[src/sv/tbes_pkg.sv]
package tbes_pkg;

	localparam int NUM_TUBES_DEF = 8;
	localparam int DIGITS_DEF    = 10;
	localparam int LEVEL_MAX_DEF = 8;

	localparam logic [2:0] K_IDLE    = 3'd0;
	localparam logic [2:0] K_TICK    = 3'd0;
	localparam logic [2:0] K_SLEEP   = 3'd1;
	localparam logic [2:0] K_SET     = 3'd2;
	localparam logic [2:0] K_FADEIN  = 3'd3;
	localparam logic [2:0] K_FADEOUT = 3'd4;
	localparam logic [2:0] K_FOGIN   = 3'd5;
	localparam logic [2:0] K_FOGOUT  = 3'd6;

	localparam int LEVEL_W = 4;

endpackage

[src/sv/tbes_ram.sv]
module tbes_ram #(
	parameter int WIDTH = 4,
	parameter int DEPTH = 80
) (
	input  logic                     clk,
	input  logic                     we,
	input  logic [$clog2(DEPTH)-1:0] waddr,
	input  logic [WIDTH-1:0]         wdata,
	input  logic                     re,
	input  logic [$clog2(DEPTH)-1:0] raddr,
	output logic [WIDTH-1:0]         rdata
);

	logic [WIDTH-1:0] mem_q [DEPTH];

	always_ff @(posedge clk) begin
		if (we) begin
			mem_q[waddr] <= wdata;
		end
		if (re) begin
			rdata <= mem_q[raddr];
		end
	end

endmodule

[src/sv/tube_brightness_effect_sequencer.sv]
// Commands and ticks that cause no write are taken without leaving the idle state.
// A level write goes via ST_ONE to the output register; the next item waits until it is loaded.
// A fog step or fog-out start runs a read-modify-write sweep of the tube's digits through the level
// RAM (ST_URD then ST_UWR per digit), then a read-out sweep (ST_ERD then ST_EWR per digit).
// Reset clears all control state and the per-entry valid bits, so every level reads 0.
module tube_brightness_effect_sequencer
	import tbes_pkg::*;
#(
	parameter int NUM_TUBES = NUM_TUBES_DEF,
	parameter int DIGITS    = DIGITS_DEF,
	parameter int LEVEL_MAX = LEVEL_MAX_DEF
) (
	input  logic        clk,
	input  logic        arst_n,
	input  logic        s_axis_tvalid,
	output logic        s_axis_tready,
	input  logic [23:0] s_axis_tdata,   // tube[2:0], digit[6:3], value[22:7], zero pad
	input  logic [2:0]  s_axis_tuser,   // mode[2:0]
	output logic        m_axis_tvalid,
	input  logic        m_axis_tready,
	output logic [15:0] m_axis_tdata,   // out_tube[2:0], out_digit[6:3], out_level[10:7],
	                                    // busy_res[11], zero pad
	output logic        m_axis_tlast    // last
);

	localparam int DEPTH = NUM_TUBES * DIGITS;
	localparam int AW    = $clog2(DEPTH);
	localparam int CW    = $clog2(DIGITS + 1);
	localparam logic [4:0] NT = 5'(NUM_TUBES);
	localparam logic [4:0] ND = 5'(DIGITS);
	localparam logic [LEVEL_W-1:0] LM = LEVEL_W'(LEVEL_MAX);
	localparam logic [3:0] DLAST = 4'(DIGITS - 1);

	localparam logic [2:0] ST_IDLE = 3'd0;
	localparam logic [2:0] ST_ONE  = 3'd1;
	localparam logic [2:0] ST_URD  = 3'd2;
	localparam logic [2:0] ST_UWR  = 3'd3;
	localparam logic [2:0] ST_ERD  = 3'd4;
	localparam logic [2:0] ST_EWR  = 3'd5;

	logic [2:0]         state_q;
	logic [2:0]         kind_q;
	logic [2:0]         tube_q;
	logic [3:0]         digit_q;
	logic [15:0]        interval_q;
	logic [15:0]        elapsed_q;
	logic [LEVEL_W-1:0] fade_q;
	logic [LEVEL_W-1:0] one_lvl_q;
	logic               fill_q;
	logic [3:0]         d_q;
	logic [CW-1:0]      cnt_q;
	logic [DEPTH-1:0]   vld_q;
	logic               vld_s1;

	logic               m_tvalid_q;
	logic [15:0]        m_tdata_q;
	logic               m_tlast_q;

	logic [2:0]         in_mode;
	logic [2:0]         in_tube;
	logic [3:0]         in_digit;
	logic [15:0]        in_value;
	logic               in_acc;
	logic               out_free;
	logic               out_load;
	logic [15:0]        out_data;
	logic               out_last;

	logic [AW-1:0]      base;
	logic [AW-1:0]      addr_d;
	logic [AW-1:0]      addr_one;
	logic               mem_we;
	logic [AW-1:0]      mem_waddr;
	logic [LEVEL_W-1:0] mem_wdata;
	logic               mem_re;
	logic [LEVEL_W-1:0] mem_rdata;
	logic [LEVEL_W-1:0] rd_level;

	logic [4:0]         inc;
	logic [LEVEL_W-1:0] upd_lvl;
	logic               upd_hit;
	logic [CW-1:0]      cnt_nxt;
	logic [15:0]        elapsed_inc;
	logic               cmd_ok;
	logic               d_last;

	assign in_mode  = s_axis_tuser;
	assign in_tube  = s_axis_tdata[2:0];
	assign in_digit = s_axis_tdata[6:3];
	assign in_value = s_axis_tdata[22:7];

	assign s_axis_tready = (state_q == ST_IDLE);
	assign in_acc        = s_axis_tvalid && s_axis_tready;
	assign out_free      = !m_tvalid_q || m_axis_tready;
	assign d_last        = (d_q == DLAST);

	assign base     = AW'(tube_q) * AW'(DIGITS);
	assign addr_d   = base + AW'(d_q);
	assign addr_one = base + AW'(digit_q);

	assign rd_level = vld_s1 ? mem_rdata : '0;

	assign mem_re    = (state_q == ST_URD) || (state_q == ST_ERD);
	assign mem_we    = (state_q == ST_UWR) || ((state_q == ST_ONE) && out_free);
	assign mem_waddr = (state_q == ST_UWR) ? addr_d : addr_one;
	assign mem_wdata = (state_q == ST_UWR) ? upd_lvl : one_lvl_q;

	tbes_ram #(
		.WIDTH(LEVEL_W),
		.DEPTH(DEPTH)
	) u_ram (
		.clk  (clk),
		.we   (mem_we),
		.waddr(mem_waddr),
		.wdata(mem_wdata),
		.re   (mem_re),
		.raddr(addr_d),
		.rdata(mem_rdata)
	);

	always_comb begin
		inc     = {1'b0, rd_level} + 5'd1;
		upd_lvl = LM;
		upd_hit = 1'b0;
		if (fill_q) begin
			upd_lvl = LM;
		end else if (kind_q == K_FOGIN) begin
			if (inc >= {1'b0, LM}) begin
				upd_lvl = LM;
				upd_hit = 1'b1;
			end else begin
				upd_lvl = inc[LEVEL_W-1:0];
			end
		end else if (d_q == digit_q) begin
			upd_lvl = LM;
		end else begin
			upd_lvl = (rd_level != '0) ? rd_level - LEVEL_W'(1) : '0;
			upd_hit = (upd_lvl == '0);
		end
		cnt_nxt = cnt_q + CW'(upd_hit);
	end

	assign elapsed_inc = (elapsed_q == 16'hFFFF) ? elapsed_q : elapsed_q + 16'd1;

	always_comb begin
		cmd_ok = (kind_q == K_IDLE) && (in_mode != K_TICK) && (in_mode <= K_FOGOUT);
		if (in_mode != K_SLEEP && {2'b0, in_tube} >= NT) begin
			cmd_ok = 1'b0;
		end
		if (in_mode != K_SLEEP && in_mode != K_FOGIN && {1'b0, in_digit} >= ND) begin
			cmd_ok = 1'b0;
		end
	end

	always_comb begin
		out_load = 1'b0;
		out_data = '0;
		out_last = 1'b0;
		if (state_q == ST_ONE) begin
			out_load = out_free;
			out_data = {4'b0, kind_q != K_IDLE, one_lvl_q, digit_q, tube_q};
			out_last = 1'b1;
		end else if (state_q == ST_EWR) begin
			out_load = out_free;
			out_data = {4'b0, kind_q != K_IDLE, rd_level, d_q, tube_q};
			out_last = d_last;
		end
	end

	always_ff @(posedge clk) begin
		if (mem_re) begin
			vld_s1 <= vld_q[addr_d];
		end
	end

	always_ff @(posedge clk or negedge arst_n) begin
		if (!arst_n) begin
			m_tvalid_q <= 1'b0;
			m_tdata_q  <= '0;
			m_tlast_q  <= 1'b0;
		end else if (out_load) begin
			m_tvalid_q <= 1'b1;
			m_tdata_q  <= out_data;
			m_tlast_q  <= out_last;
		end else if (m_axis_tready) begin
			m_tvalid_q <= 1'b0;
		end
	end

	always_ff @(posedge clk or negedge arst_n) begin
		if (!arst_n) begin
			state_q    <= ST_IDLE;
			kind_q     <= K_IDLE;
			tube_q     <= '0;
			digit_q    <= '0;
			interval_q <= '0;
			elapsed_q  <= '0;
			fade_q     <= '0;
			one_lvl_q  <= '0;
			fill_q     <= 1'b0;
			d_q        <= '0;
			cnt_q      <= '0;
			vld_q      <= '0;
		end else begin
			if (mem_we) begin
				vld_q[mem_waddr] <= 1'b1;
			end
			unique case (state_q)
				ST_IDLE: begin
					if (in_acc && in_mode == K_TICK && kind_q != K_IDLE) begin
						if (elapsed_inc < interval_q) begin
							elapsed_q <= elapsed_inc;
						end else begin
							elapsed_q <= '0;
							d_q       <= '0;
							cnt_q     <= '0;
							fill_q    <= 1'b0;
							unique case (kind_q)
								K_FADEIN: begin
									if (fade_q >= LM) begin
										fade_q    <= '0;
										one_lvl_q <= '0;
										kind_q    <= K_IDLE;
									end else begin
										fade_q    <= fade_q + LEVEL_W'(1);
										one_lvl_q <= fade_q + LEVEL_W'(1);
									end
									state_q <= ST_ONE;
								end
								K_FADEOUT: begin
									if (fade_q <= LEVEL_W'(1)) begin
										fade_q    <= '0;
										one_lvl_q <= '0;
										kind_q    <= K_IDLE;
									end else begin
										fade_q    <= fade_q - LEVEL_W'(1);
										one_lvl_q <= fade_q - LEVEL_W'(1);
									end
									state_q <= ST_ONE;
								end
								K_FOGIN, K_FOGOUT: begin
									state_q <= ST_URD;
								end
								default: begin
									kind_q <= K_IDLE;
								end
							endcase
						end
					end else if (in_acc && cmd_ok) begin
						elapsed_q  <= '0;
						interval_q <= in_value;
						d_q        <= '0;
						cnt_q      <= '0;
						if (in_mode != K_SLEEP) begin
							tube_q <= in_tube;
						end
						if (in_mode != K_SLEEP && in_mode != K_FOGIN) begin
							digit_q <= in_digit;
						end
						unique case (in_mode)
							K_SLEEP: begin
								kind_q <= K_SLEEP;
							end
							K_SET: begin
								interval_q <= '0;
								one_lvl_q  <= (in_value > 16'(LEVEL_MAX)) ? LM
								              : in_value[LEVEL_W-1:0];
								state_q    <= ST_ONE;
							end
							K_FADEIN: begin
								kind_q    <= K_FADEIN;
								fade_q    <= '0;
								one_lvl_q <= '0;
								state_q   <= ST_ONE;
							end
							K_FADEOUT: begin
								kind_q    <= K_FADEOUT;
								fade_q    <= LM;
								one_lvl_q <= LM;
								state_q   <= ST_ONE;
							end
							K_FOGIN: begin
								kind_q <= K_FOGIN;
							end
							default: begin
								kind_q  <= K_FOGOUT;
								fill_q  <= 1'b1;
								state_q <= ST_URD;
							end
						endcase
					end
				end
				ST_ONE: begin
					if (out_free) begin
						state_q <= ST_IDLE;
					end
				end
				ST_URD: begin
					state_q <= ST_UWR;
				end
				ST_UWR: begin
					cnt_q <= cnt_nxt;
					if (d_last) begin
						d_q     <= '0;
						state_q <= ST_ERD;
						if (!fill_q && kind_q == K_FOGIN && cnt_nxt >= CW'(DIGITS)) begin
							kind_q <= K_IDLE;
						end
						if (!fill_q && kind_q == K_FOGOUT && cnt_nxt >= CW'(DIGITS - 1)) begin
							kind_q <= K_IDLE;
						end
					end else begin
						d_q     <= d_q + 4'd1;
						state_q <= ST_URD;
					end
				end
				ST_ERD: begin
					state_q <= ST_EWR;
				end
				ST_EWR: begin
					if (out_free) begin
						if (d_last) begin
							d_q     <= '0;
							state_q <= ST_IDLE;
						end else begin
							d_q     <= d_q + 4'd1;
							state_q <= ST_ERD;
						end
					end
				end
				default: begin
					state_q <= ST_IDLE;
				end
			endcase
		end
	end

	assign m_axis_tvalid = m_tvalid_q;
	assign m_axis_tdata  = m_tdata_q;
	assign m_axis_tlast  = m_tlast_q;

`ifndef NO_ASSERTIONS
	a_no_overwrite: assert property (@(posedge clk) disable iff (!arst_n)
		out_load |-> (!m_axis_tvalid || m_axis_tready))
		else $error("result loaded over a waiting item");

	a_digit_range: assert property (@(posedge clk) disable iff (!arst_n)
		(state_q != ST_IDLE) |-> ({1'b0, d_q} < ND))
		else $error("digit counter out of range");

	a_cnt_range: assert property (@(posedge clk) disable iff (!arst_n)
		cnt_q <= CW'(DIGITS))
		else $error("saturation count out of range");

	a_emit_no_write: assert property (@(posedge clk) disable iff (!arst_n)
		(state_q == ST_ERD || state_q == ST_EWR) |-> !mem_we)
		else $error("store written during read-out");

	a_sweep_writes: assert property (@(posedge clk) disable iff (!arst_n)
		(state_q == ST_URD) |=> (state_q == ST_UWR) && mem_we)
		else $error("read-modify-write lost its write");
`endif

endmodule

[config.mk]
export PLATFORM = sky130hd
export DESIGN_NAME = tube_brightness_effect_sequencer
export DESIGN_NICKNAME = d
export VERILOG_FILES = /design/src/sv/tbes_pkg.sv /design/src/sv/tbes_ram.sv /design/src/sv/tube_brightness_effect_sequencer.sv
export SDC_FILE = /design/constraint.sdc
export NUM_CORES = 1
export LEC_CHECK = 0
export BUFFER_PORTS_ARGS = -buffer_cell sky130_fd_sc_hd__buf_2
export CAP_MARGIN = 25
export CORE_MARGIN = 2
export CORE_UTILIZATION = 34
export DETAILED_ROUTE_END_ITERATION = 10
export GPL_ROUTABILITY_DRIVEN = 1
export SETUP_SLACK_MARGIN = 0.4
export SYNTH_ARGS = -nofsm -noshare
export SYNTH_HDL_FRONTEND = slang
export SYNTH_SLANG_ARGS = --single-unit
export TNS_END_PERCENT = 50
[constraint.sdc]
create_clock -name clk -period 13.9 [get_ports clk]
set_input_delay 1.39 -clock clk [delete_from_list [all_inputs] [get_ports clk]]
set_output_delay 1.39 -clock clk [all_outputs]
set_load 0.02 [all_outputs]
# Yosys cells after proc, flatten, opt, wreduce, memory -nomap -nowiden
# Memory sizes are Yosys's and may differ from the RTL's. A register that Yosys moved wholly into a read port is not among the register bits.
# Cells that the tools add are included.
[word_totals]
elab_cells = 198
output_inout_bits = 19
ramBits = 320
ff_bits = 161
n_memories = 1
[classes]
n_reduce_logical = 48
eq_ne = 34
n_mux = 75
addsub = 9
bitwise = 2
magnitude_cmp = 12
mul = 1
[memory_table]
columns = ["memory", "depth", "width", "rd", "rd_ports_with_merged_regs", "wr", "line", "source"]
rows = [
  ["u_ram.mem_q", 80, 4, 1, 1, 1, "tbes_ram.sv:14", "logic [WIDTH-1:0] mem_q [DEPTH];"],
]
[ops]
columns = ["cell", "count"]
rows = [
  ["two-way mux 16 bit", 5],
  ["two-way mux 4 bit", 20],
  ["OR 80 bit", 1],
  ["two-way mux 3 bit", 15],
  ["two-way mux 12 bit", 2],
  ["case mux 4 bit (2 select lines)", 3],
  ["case mux 4 bit (3 select lines)", 2],
  ["equality test 3 bit (second input constant)", 7],
  ["two-way mux 1 bit", 19],
  ["case mux 3 bit (2 select lines)", 3],
  ["case mux 3 bit (6 select lines)", 1],
  ["adder 16 x 1 -> 16 bit (second input constant)", 1],
  ["equality test 16 bit (second input constant)", 1],
  [">= comparator 4 bit (second input constant)", 4],
  ["greater-than comparator 16 x 4 -> 1 bit (second input constant)", 1],
  ["less-than comparator 16 bit", 1],
  ["less-than comparator 7 x 8 -> 1 bit (second input constant)", 2],
  ["AND reduction 4 bit", 4],
  ["equality test 3 x 2 -> 1 bit (second input constant)", 5],
  ["case mux 3 bit (5 select lines)", 1],
  ["adder 7 x 4 -> 7 bit", 2],
  ["logical AND 1 bit", 14],
  ["inequality test 3 x 1 -> 1 bit (second input constant)", 4],
  ["inequality test 3 bit (second input constant)", 4],
  ["37 further kinds", 59],
]

# Logic depth before layout (Yosys ltp)
# Gate-level depths: netlist of run 1.
[depth]
depth_word = 14
mapped_depth = 18
mapped_depth_nobuf = 15

# By module
# Synthesis of run 1 repeated with hierarchy kept, for this count alone.
[unflattened]
hier_cells = 1531
area_unflattened_um2 = 22064.9
[modules_own_cells]
columns = ["mod", "instances", "seq_area_each_um2", "cells_each", "area_each_um2"]
rows = [
  ["tbes_ram", 1, 9729.3, 646, 12884.9],
  ["tube_brightness_effect_sequencer", 1, 3933.8, 885, 9180.1],
]

# Worst setup path before layout of run 1
# No wires, ideal clock.
[synth_path]
path_kind = "flip-flop to flip-flop"
from = "register d_q[0]"
to = "memory u_ram.mem_q[0][0] (data pin)"
synth_period_minus_slack_ns = 7.242
arrival_time_ns = 6.165
n_path_buf = 5
setup_slack_ns = 6.658
stages_incl_launch_ff = 10
path_cell_list = "dfrtp_1 -> clkbuf_1 -> buf_4 -> buf_4 -> buf_4 -> buf_4 -> xnor2_1 -> nand4_1 -> a21oi_1 -> o41ai_1"
[synth_between]
elab_chain_cells = 5
[synth_rtl]
columns = ["item", "line", "source"]
rows = [
  ["start, declared", "tube_brightness_effect_sequencer.sv:50", "logic [3:0] d_q;"],
  ["start signal, assigned", "tube_brightness_effect_sequencer.sv:313", "d_q <= d_q + 4'd1;"],
  ["start signal, assigned", "tube_brightness_effect_sequencer.sv:326", "d_q <= d_q + 4'd1;"],
  ["equality test 4 bit", "tube_brightness_effect_sequencer.sv:134", "end else if (d_q == digit_q) begin"],
  ["two-way mux 4 bit", "tube_brightness_effect_sequencer.sv:134", ""],
  ["two-way mux 4 bit", "tube_brightness_effect_sequencer.sv:127", "end else if (kind_q == K_FOGIN) begin"],
  ["two-way mux 4 bit", "tube_brightness_effect_sequencer.sv:125", "if (fill_q) begin"],
  ["two-way mux 4 bit", "tube_brightness_effect_sequencer.sv:106", "assign mem_wdata = (state_q == ST_UWR) ? upd_lvl : one_lvl_q;"],
  ["via mem_wdata[0]", "tube_brightness_effect_sequencer.sv:74", "logic [LEVEL_W-1:0] mem_wdata;"],
  ["end, declared", "tbes_ram.sv:14", ""],
]
# The timed path passes the listed nets, and every way through them passes these cells.

# Worst setup path in the final report of run 1
[layout_path]
from = "register elapsed_q[0]"
to = "register fade_q[0]"
[layout_between]
elab_chain_cells = 5
elab_cells_between_ends = 6
classes_between = "1 x add/sub; 1 x order compare; 2 x eq/ne; 1 x mux; 1 x reduce/logical"
[layout_rtl]
columns = ["item", "line", "source"]
rows = [
  ["start, declared", "tube_brightness_effect_sequencer.sv:46", "logic [15:0] elapsed_q;"],
  ["start signal, assigned", "tube_brightness_effect_sequencer.sv:212", "elapsed_q <= elapsed_inc;"],
  ["adder 16 x 1 -> 16 bit or equality test 16 bit (tied branches)", "tube_brightness_effect_sequencer.sv:143", "assign elapsed_inc = (elapsed_q == 16'hFFFF) ? elapsed_q : elapsed_q + 16'd1;"],
  ["two-way mux 16 bit (*)", "tube_brightness_effect_sequencer.sv:143", ""],
  ["less-than comparator 16 bit (*)", "tube_brightness_effect_sequencer.sv:211", "if (elapsed_inc < interval_q) begin"],
  ["inequality test 2 bit (no source line) (*)", "--", ""],
  ["AND reduction 5 bit (no source line) (*)", "--", ""],
  ["end signal, assigned", "tube_brightness_effect_sequencer.sv:225", "fade_q <= fade_q + LEVEL_W'(1);"],
  ["end signal, assigned", "tube_brightness_effect_sequencer.sv:236", "fade_q <= fade_q - LEVEL_W'(1);"],
  ["end, declared", "tube_brightness_effect_sequencer.sv:47", "logic [LEVEL_W-1:0] fade_q;"],
]
# Every way passes the cells marked *; elsewhere a longest branch is shown, timed or not.
# A chain may end at the register's enable or synchronous reset.

==> results.sh, run 1 <==
export IMPL_rsz0062_at_grt="false"
export IMPL_dr_pass1_iters=5
export IMPL_port_buffers=44
export IMPL_first_iter_violations=965
export IMPL_clock_skew_ns=0.02005
export IMPL_clkSinkCount=481
export IMPL_cp_start_kind="flip-flop"
export IMPL_syn_avg_cell_area_sq_um=14.60
export IMPL_drv_cap=0
export IMPL_grt_first_pass_wirelength_um=76530
export IMPL_peakVddDrop_mv=0.1210
export IMPL_cts_setup_buffers=0
export IMPL_n_antenna_cell=0
export IMPL_wl_per_cell_um=20.27
export IMPL_finalCoreUtilization_pct=38.93
export IMPL_postCtsHoldBufs=0
export IMPL_reg2reg_depth=15
export IMPL_synthTopCellsByCount="edfxtp_1 (325), dfrtp_1 (156), nor2_1 (136)"
export IMPL_synth_most_common_cell="edfxtp_1"
export IMPL_synth_top_area_cell="edfxtp_1"
export IMPL_ys_flop_type="edfxtp_1"
export IMPL_p_leak_nw=8.916
export IMPL_area_growth_pct=13.79
export IMPL_ctsResizeCount=0
export IMPL_grt_util_all_layers_pct=15.34
export IMPL_drive_gt1_share_pct=22.95
export IMPL_p_per_area_nw_per_um2=223.0
export IMPL_r2r_end="fade_q[0]"
export IMPL_synth_top_area_share_pct=45.48
export IMPL_worst_pin_slew_ns=1.273
export IMPL_die_width_um=255.2
export IMPL_yosysWarnings=0
export IMPL_grt_remaining_overflow=0
export IMPL_final_cells=2406
export IMPL_clk_pin_slew_ns=0.06
export IMPL_setup_viol=0
export IMPL_initial_core_util_pct=34.21
export IMPL_fillCellCount=5772
export IMPL_period_share_pct=31.59
export IMPL_drc=0
export IMPL_row_count=92
export IMPL_core_area_sq_um=62740
export IMPL_synth_sequential_area_ratio_pct=63.67
export IMPL_via_count=12651
export IMPL_gp_congestion=0.8242
export IMPL_dp_hpwl_um=31910
export IMPL_die_area_sq_um=65140
export IMPL_cp_max_fo=28
export IMPL_max_freq_mhz=227.7
export IMPL_cp_startpoint="elapsed_q[0]"
export IMPL_status="complete, no violations"
export IMPL_hold_viol_final=0
export IMPL_syn_area_sq_um=21460
export IMPL_worst_setup_path_type="flip-flop to flip-flop"
export IMPL_finalCriticalPeriod_ns=4.391
export IMPL_cts_buffers=50
export IMPL_synth_edff_count=325
export IMPL_pin_count=50
export IMPL_r2r_slack_ns=9.51
export IMPL_slew_headroom_pct=15.11
export IMPL_crit_end="fade_q[0]"
export IMPL_end_kind="flip-flop"
export IMPL_synthDistinctLibCells=74
export IMPL_placed_cells=2309
export IMPL_cts_tree="yes"
export IMPL_hold_path_class="flip-flop to flip-flop"
export IMPL_htreeDepth=2
export IMPL_synth_seq_cells=481
export IMPL_synth_cells=1470
export IMPL_setup_tns_ns=0
export IMPL_nNetsFinal=1585
export IMPL_antenna_left=0
export IMPL_grt_pass1_vias=12939
export IMPL_synthArstFlopShare_pct=32.43
export IMPL_hp_start="vld_q[17]"
export IMPL_viasPerCell=5.258
export IMPL_required_ns=14.37
export IMPL_clock_path_buffers=3
export IMPL_maxSlewViolCount=0
export IMPL_grt_max_degree=99
export IMPL_totalWireLength_um=48760
export IMPL_antenna_found_initial=0
export IMPL_die_h_um=255.2
export IMPL_clkLatencyLatePin_ns=0.60
export IMPL_timing_rr_start="elapsed_q[0]"
export IMPL_arrival_ns=4.86
export IMPL_root_buffer="clkbuf_16"
export IMPL_yosys_top_cells_area="edfxtp_1 (45%), dfrtp_1 (18%), mux4_2 (10%)"
layout make-up:
class	count	area, sq um	area share, %
repair buffers	64	429.2	1.757
well taps	846	1059	4.334
flip-flops and latches	481	13670	55.96
multi-input cells	891	7436	30.45
clock inverters	30	321.6	1.317
inverters	30	112.6	0.4611
clock buffers	64	1396	5.718
flip-flops by register name, summed over array words and instances (netlist names), 3 cells and up:
register	flops
elapsed_q	16
tube_q	3
vld_q	80
u_ram.mem_q	320
state_q	3
m_axis_tdata	12
fade_q	4
digit_q	4
cnt_q	4
u_ram.rdata	4
interval_q	16
d_q	4
kind_q	3
one_lvl_q	4
metal layers:
layer | GRT usage (%) | wire (um) | up-vias
li1 | - | - | 5718
met1 | 21.19 | 21820 | 6477
met2 | 24.70 | 23070 | 377
met3 | 2.359 | 2485 | 79
met4 | 5.347 | 1377 | 0
met5 | 0 | 0 | -
power breakdown:
group	switching [W]	internal [W]	leakage (nW)
Clock	0.000556	0.000823	0.842
Sequential	0.000143	0.00190	4.92
Combinational	0.00123	0.000798	3.15
Total	0.00193	0.00352	8.92
metrics by stage:
step | total power, W | worst slack, ns | hold slack (ns) | instance area, sq um
2_1_floorplan | 0.003448 | 6.658 | 0.4337 | 21470
3_3_place_gp | 0.004044 | 9.616 | 0.4442 | 22640
3_5_place_dp | 0.004093 | 9.581 | 0.4477 | 22640
4_1_cts | 0.005479 | 9.536 | 0.4622 | 24360
5_1_grt | 0.005734 | 9.201 | 0.4720 | 24420
6_report | 0.005447 | 9.509 | 0.4593 | 24420
cells in the final DEF (no fill, tap or decap), types with 17 or more instances in the layout:
cell / instances
inv_1: 30
nand3_1: 39
a21oi_1: 47
or2_2: 89
clkbuf_16: 52
ha_1: 33
edfxtp_1: 325
nor2_1: 135
nand2_1: 75
o21ai_0: 46
buf_2: 43
buf_4: 17
dfrtp_1: 155
mux2i_1: 51
nand2b_1: 21
mux4_2: 100
kinds of logic after synthesis:
logic type	synth area share [%]
other	0.01747
and+or+nand+nor	10.46
AOI/OAI and AO/OA	7.002
adders and majority gates	2.169
buffers and inverters	2.099
xor gates and xnor gates	0.9795
muxes	13.61
DFF	63.67
how the worst min path moves through the flow:
stage,to,slack (ns),depth (start not counted)
2_1_floorplan,vld_q[10],0.43,1
3_3_place_gp,vld_q[18],0.44,1
3_5_place_dp,vld_q[17],0.45,1
4_1_cts,vld_q[17],0.46,1
5_1_grt,vld_q[14],0.47,1
6_report,vld_q[17],0.46,1
worst max-delay path, cell delays in order, from the launching register on:
cell	delay, ns
dfrtp_1	0.43
ha_1	0.23
nand3_1	0.12
nor2_1	0.25
nand4_1	0.27
o21a_1	0.25
or2_2	0.31
ha_1	0.30
nand4_1	0.15
a211oi_1	0.33
nand3_1	0.14
a211oi_2	0.34
nor4_4	0.08
buf_4	0.25
or3b_2	0.56
a22o_1	0.25
Note: power is estimated with default switching activity, not from simulation.
==> run 2, diff against run 1 <==
Clock period 13.9 ns to 3.7 ns, I/O delays scaled along.
==> run 2 against run 1 <==
- clock power rose to 3.7 times the previous value
- design area rose by 6.2%
- sequential share of layout area fell by 3.3 points
- routed wire length rose by 6.8%
- core utilization rose by 2.4 points
- sequential cell count did not move
- sequential power rose to 3.7 times the previous value
- highest routed layer unchanged
- via count rose by 4.3%
- critical path depth rose by 1
- first-iteration DRC count rose by 22%
- worst hold slack got worse by 0.43 ns
==> results.sh, run 2 (synthesis results as in run 1) <==
export IMPL_dp_hpwl_um=34340
export IMPL_final_common_cell="edfxtp_1"
export IMPL_status="complete, no violations"
export IMPL_r2r_slack_ns=0.26
export IMPL_grt_first_pass_wirelength_um=80720
export IMPL_cts_tree="yes"
export IMPL_p_per_area_nw_per_um2=832.9
export IMPL_hold_viol_final=0
export IMPL_gp_congestion=0.8721
export IMPL_max_freq_mhz=290.4
export IMPL_core_area_sq_um=62740
export IMPL_reg2reg_depth=16
export IMPL_peakVddDrop_mv=0.5301
export IMPL_viasPerCell=5.236
export IMPL_whs_endpoint="digit_q[1]"
export IMPL_wl_met3_um=3042
export IMPL_end_kind="flip-flop"
export IMPL_period_share_pct=93.08
export IMPL_antenna_left=0
export IMPL_drv_cap=0
export IMPL_worst_setup_path_type="flip-flop to flip-flop"
export IMPL_clock_path_buffers=3
export IMPL_worstPathCellList="ha_4 > nand3_4 > nor2_4 > nand4_1 > buf_4 > buf_6 > nor2_4 > xor2_4 > ha_4 > nand4_1 > a211oi_2 > nand3_1 > a211oi_4 > nor4_4 > or3b_4 > a22o_1"
export IMPL_pin_count=50
export IMPL_arrival_ns=3.92
export IMPL_clkSinkCount=481
export IMPL_grt_util_all_layers_pct=16.27
export IMPL_grt_remaining_overflow=0
export IMPL_drt_met1_wl_um=22880
export IMPL_cp_max_fo=7
export IMPL_first_iter_violations=1178
export IMPL_critPathMaxStageDelay_ns=0.44
export IMPL_via_count=13201
export IMPL_p_leak_nw=9.506
export IMPL_rsz0062_at_grt="true"
export IMPL_r2r_end="fade_q[1]"
export IMPL_die_h_um=255.2
export IMPL_drive_gt1_share_pct=34.63
export IMPL_root_buffer="clkbuf_16"
export IMPL_die_width_um=255.2
export IMPL_hp_start="s_axis_tdata[4]"
export IMPL_htreeDepth=2
export IMPL_clkLatencyLatePin_ns=0.62
export IMPL_clock_skew_ns=0.02944
export IMPL_clk_pin_slew_ns=0.06
export IMPL_port_buffers=44
export IMPL_dr_pass1_iters=5
export IMPL_initial_core_util_pct=34.21
export IMPL_dp_slack_ns=-0.02839
export IMPL_crit_family="simple AND/OR/NAND/NOR gates"
export IMPL_setup_viol=0
export IMPL_largest_register_ffs=320
export IMPL_regMostFlops="u_ram.mem_q"
export IMPL_place_area_sq_um=23350
export IMPL_postLayoutCellArea_sq_um=25940
export IMPL_cts_buffers=50
export IMPL_whs_ns=0.02490
export IMPL_met2WireLength_um=24840
export IMPL_row_count=92
export IMPL_nNetsFinal=1700
export IMPL_hold_path_class="input pin to flip-flop"
export IMPL_totalWireLength_um=52060
export IMPL_timing_rr_start="elapsed_q[1]"
export IMPL_slew_headroom_pct=37.60
export IMPL_grt_pass1_vias=13543
export IMPL_area_growth_pct=20.90
export IMPL_drc=0
export IMPL_crit_path_top_delay_cell="or3b_4"
export IMPL_worst_pin_slew_ns=0.9293
export IMPL_reg_top3="u_ram.mem_q: 320 flops, vld_q: 80 flops"
export IMPL_required_ns=4.18
export IMPL_finalPower_w=0.02161
export IMPL_hold_path_cell_count=2
export IMPL_grt_max_degree=88
export IMPL_maxSlewViolCount=0
export IMPL_wl_per_cell_um=20.65
export IMPL_highest_layer="met4"
export IMPL_cp_start_kind="flip-flop"
export IMPL_n_antenna_cell=0
export IMPL_crit_cells=16
export IMPL_antenna_found_initial=0
export IMPL_final_cell_mix="edfxtp_1 (325), dfrtp_1 (153), buf_4 (112), mux4_2 (100), or2_2 (85)"
export IMPL_finalCriticalPeriod_ns=3.444
export IMPL_path_buf_inv=2
export IMPL_layout_setup_ws_ns=0.2562
export IMPL_die_area_sq_um=65140
## run 2: layout make-up
type / instances / area (sq um)
clock buffers: 67 / 1335
clock inverters: 27 / 344.1
fillers: 5650 / 36790
inverters: 30 / 112.6
multi-input cells: 891 / 8030
flip-flops and latches: 481 / 13670
well taps: 846 / 1059
repair buffers: 179 / 1395
## run 2: worst max path at each step
stage                       startpoint            endpoint  slack [ns]
after detailed placement     tube_q[0]  u_ram.mem_q[46][3]       -0.03
after floorplan                 d_q[0]   u_ram.mem_q[0][0]        0.19
after global routing      elapsed_q[0]           fade_q[0]        0.06
after CTS                    tube_q[0]  u_ram.mem_q[68][3]        0.27
after global placement       tube_q[0]  u_ram.mem_q[46][3]      -0.007
final                     elapsed_q[1]           fade_q[1]        0.26
## run 2: power breakdown
| group | total (W) | switching (W) | internal (W) |
|---|---|---|---|
| registers | 0.00765 | 0.000529 | 0.00712 |
| clock network | 0.00512 | 0.00214 | 0.00298 |
| logic | 0.00884 | 0.00518 | 0.00366 |
## run 2: worst register-to-register path, cell delays in order (launching register included)
cell and delay, ns:
dfrtp_1 0.41, ha_4 0.17, nand3_4 0.08, nor2_4 0.16
nand4_1 0.17, buf_4 0.19, buf_6 0.11, nor2_4 0.13
xor2_4 0.11, ha_4 0.26, nand4_1 0.15, a211oi_2 0.21
nand3_1 0.15, a211oi_4 0.23, nor4_4 0.14, or3b_4 0.45
a22o_1 0.22
## run 2: per-layer routing
metal,GRT usage [%],vias up
li1,-,5957
met1,21.98,6770
met2,26.72,385
met3,3.132,89
met4,4.745,0
met5,0,-
## run 2: what timing repair did
action | in CTS | in global routing
setup endpoints to repair | 419 | 438
endpoints found under the hold margin | 92 | 0
gates cloned | 2 | 0
hold buffers | 8 | 0
setup buffers | 18 | 10
pin swaps | 43 | 12
resized for setup | 87 | 67
## run 2: per-stage QoR
stage          utilization, %  std cells  setup TNS (ns)
6_report                41.36       2521               0
5_1_grt                 41.36       2521               0
4_1_cts                 40.81       2510               0
3_5_place_dp            37.22       2388         -0.3902
3_3_place_gp            37.22       2388        -0.03395
2_1_floorplan               -       1473               0
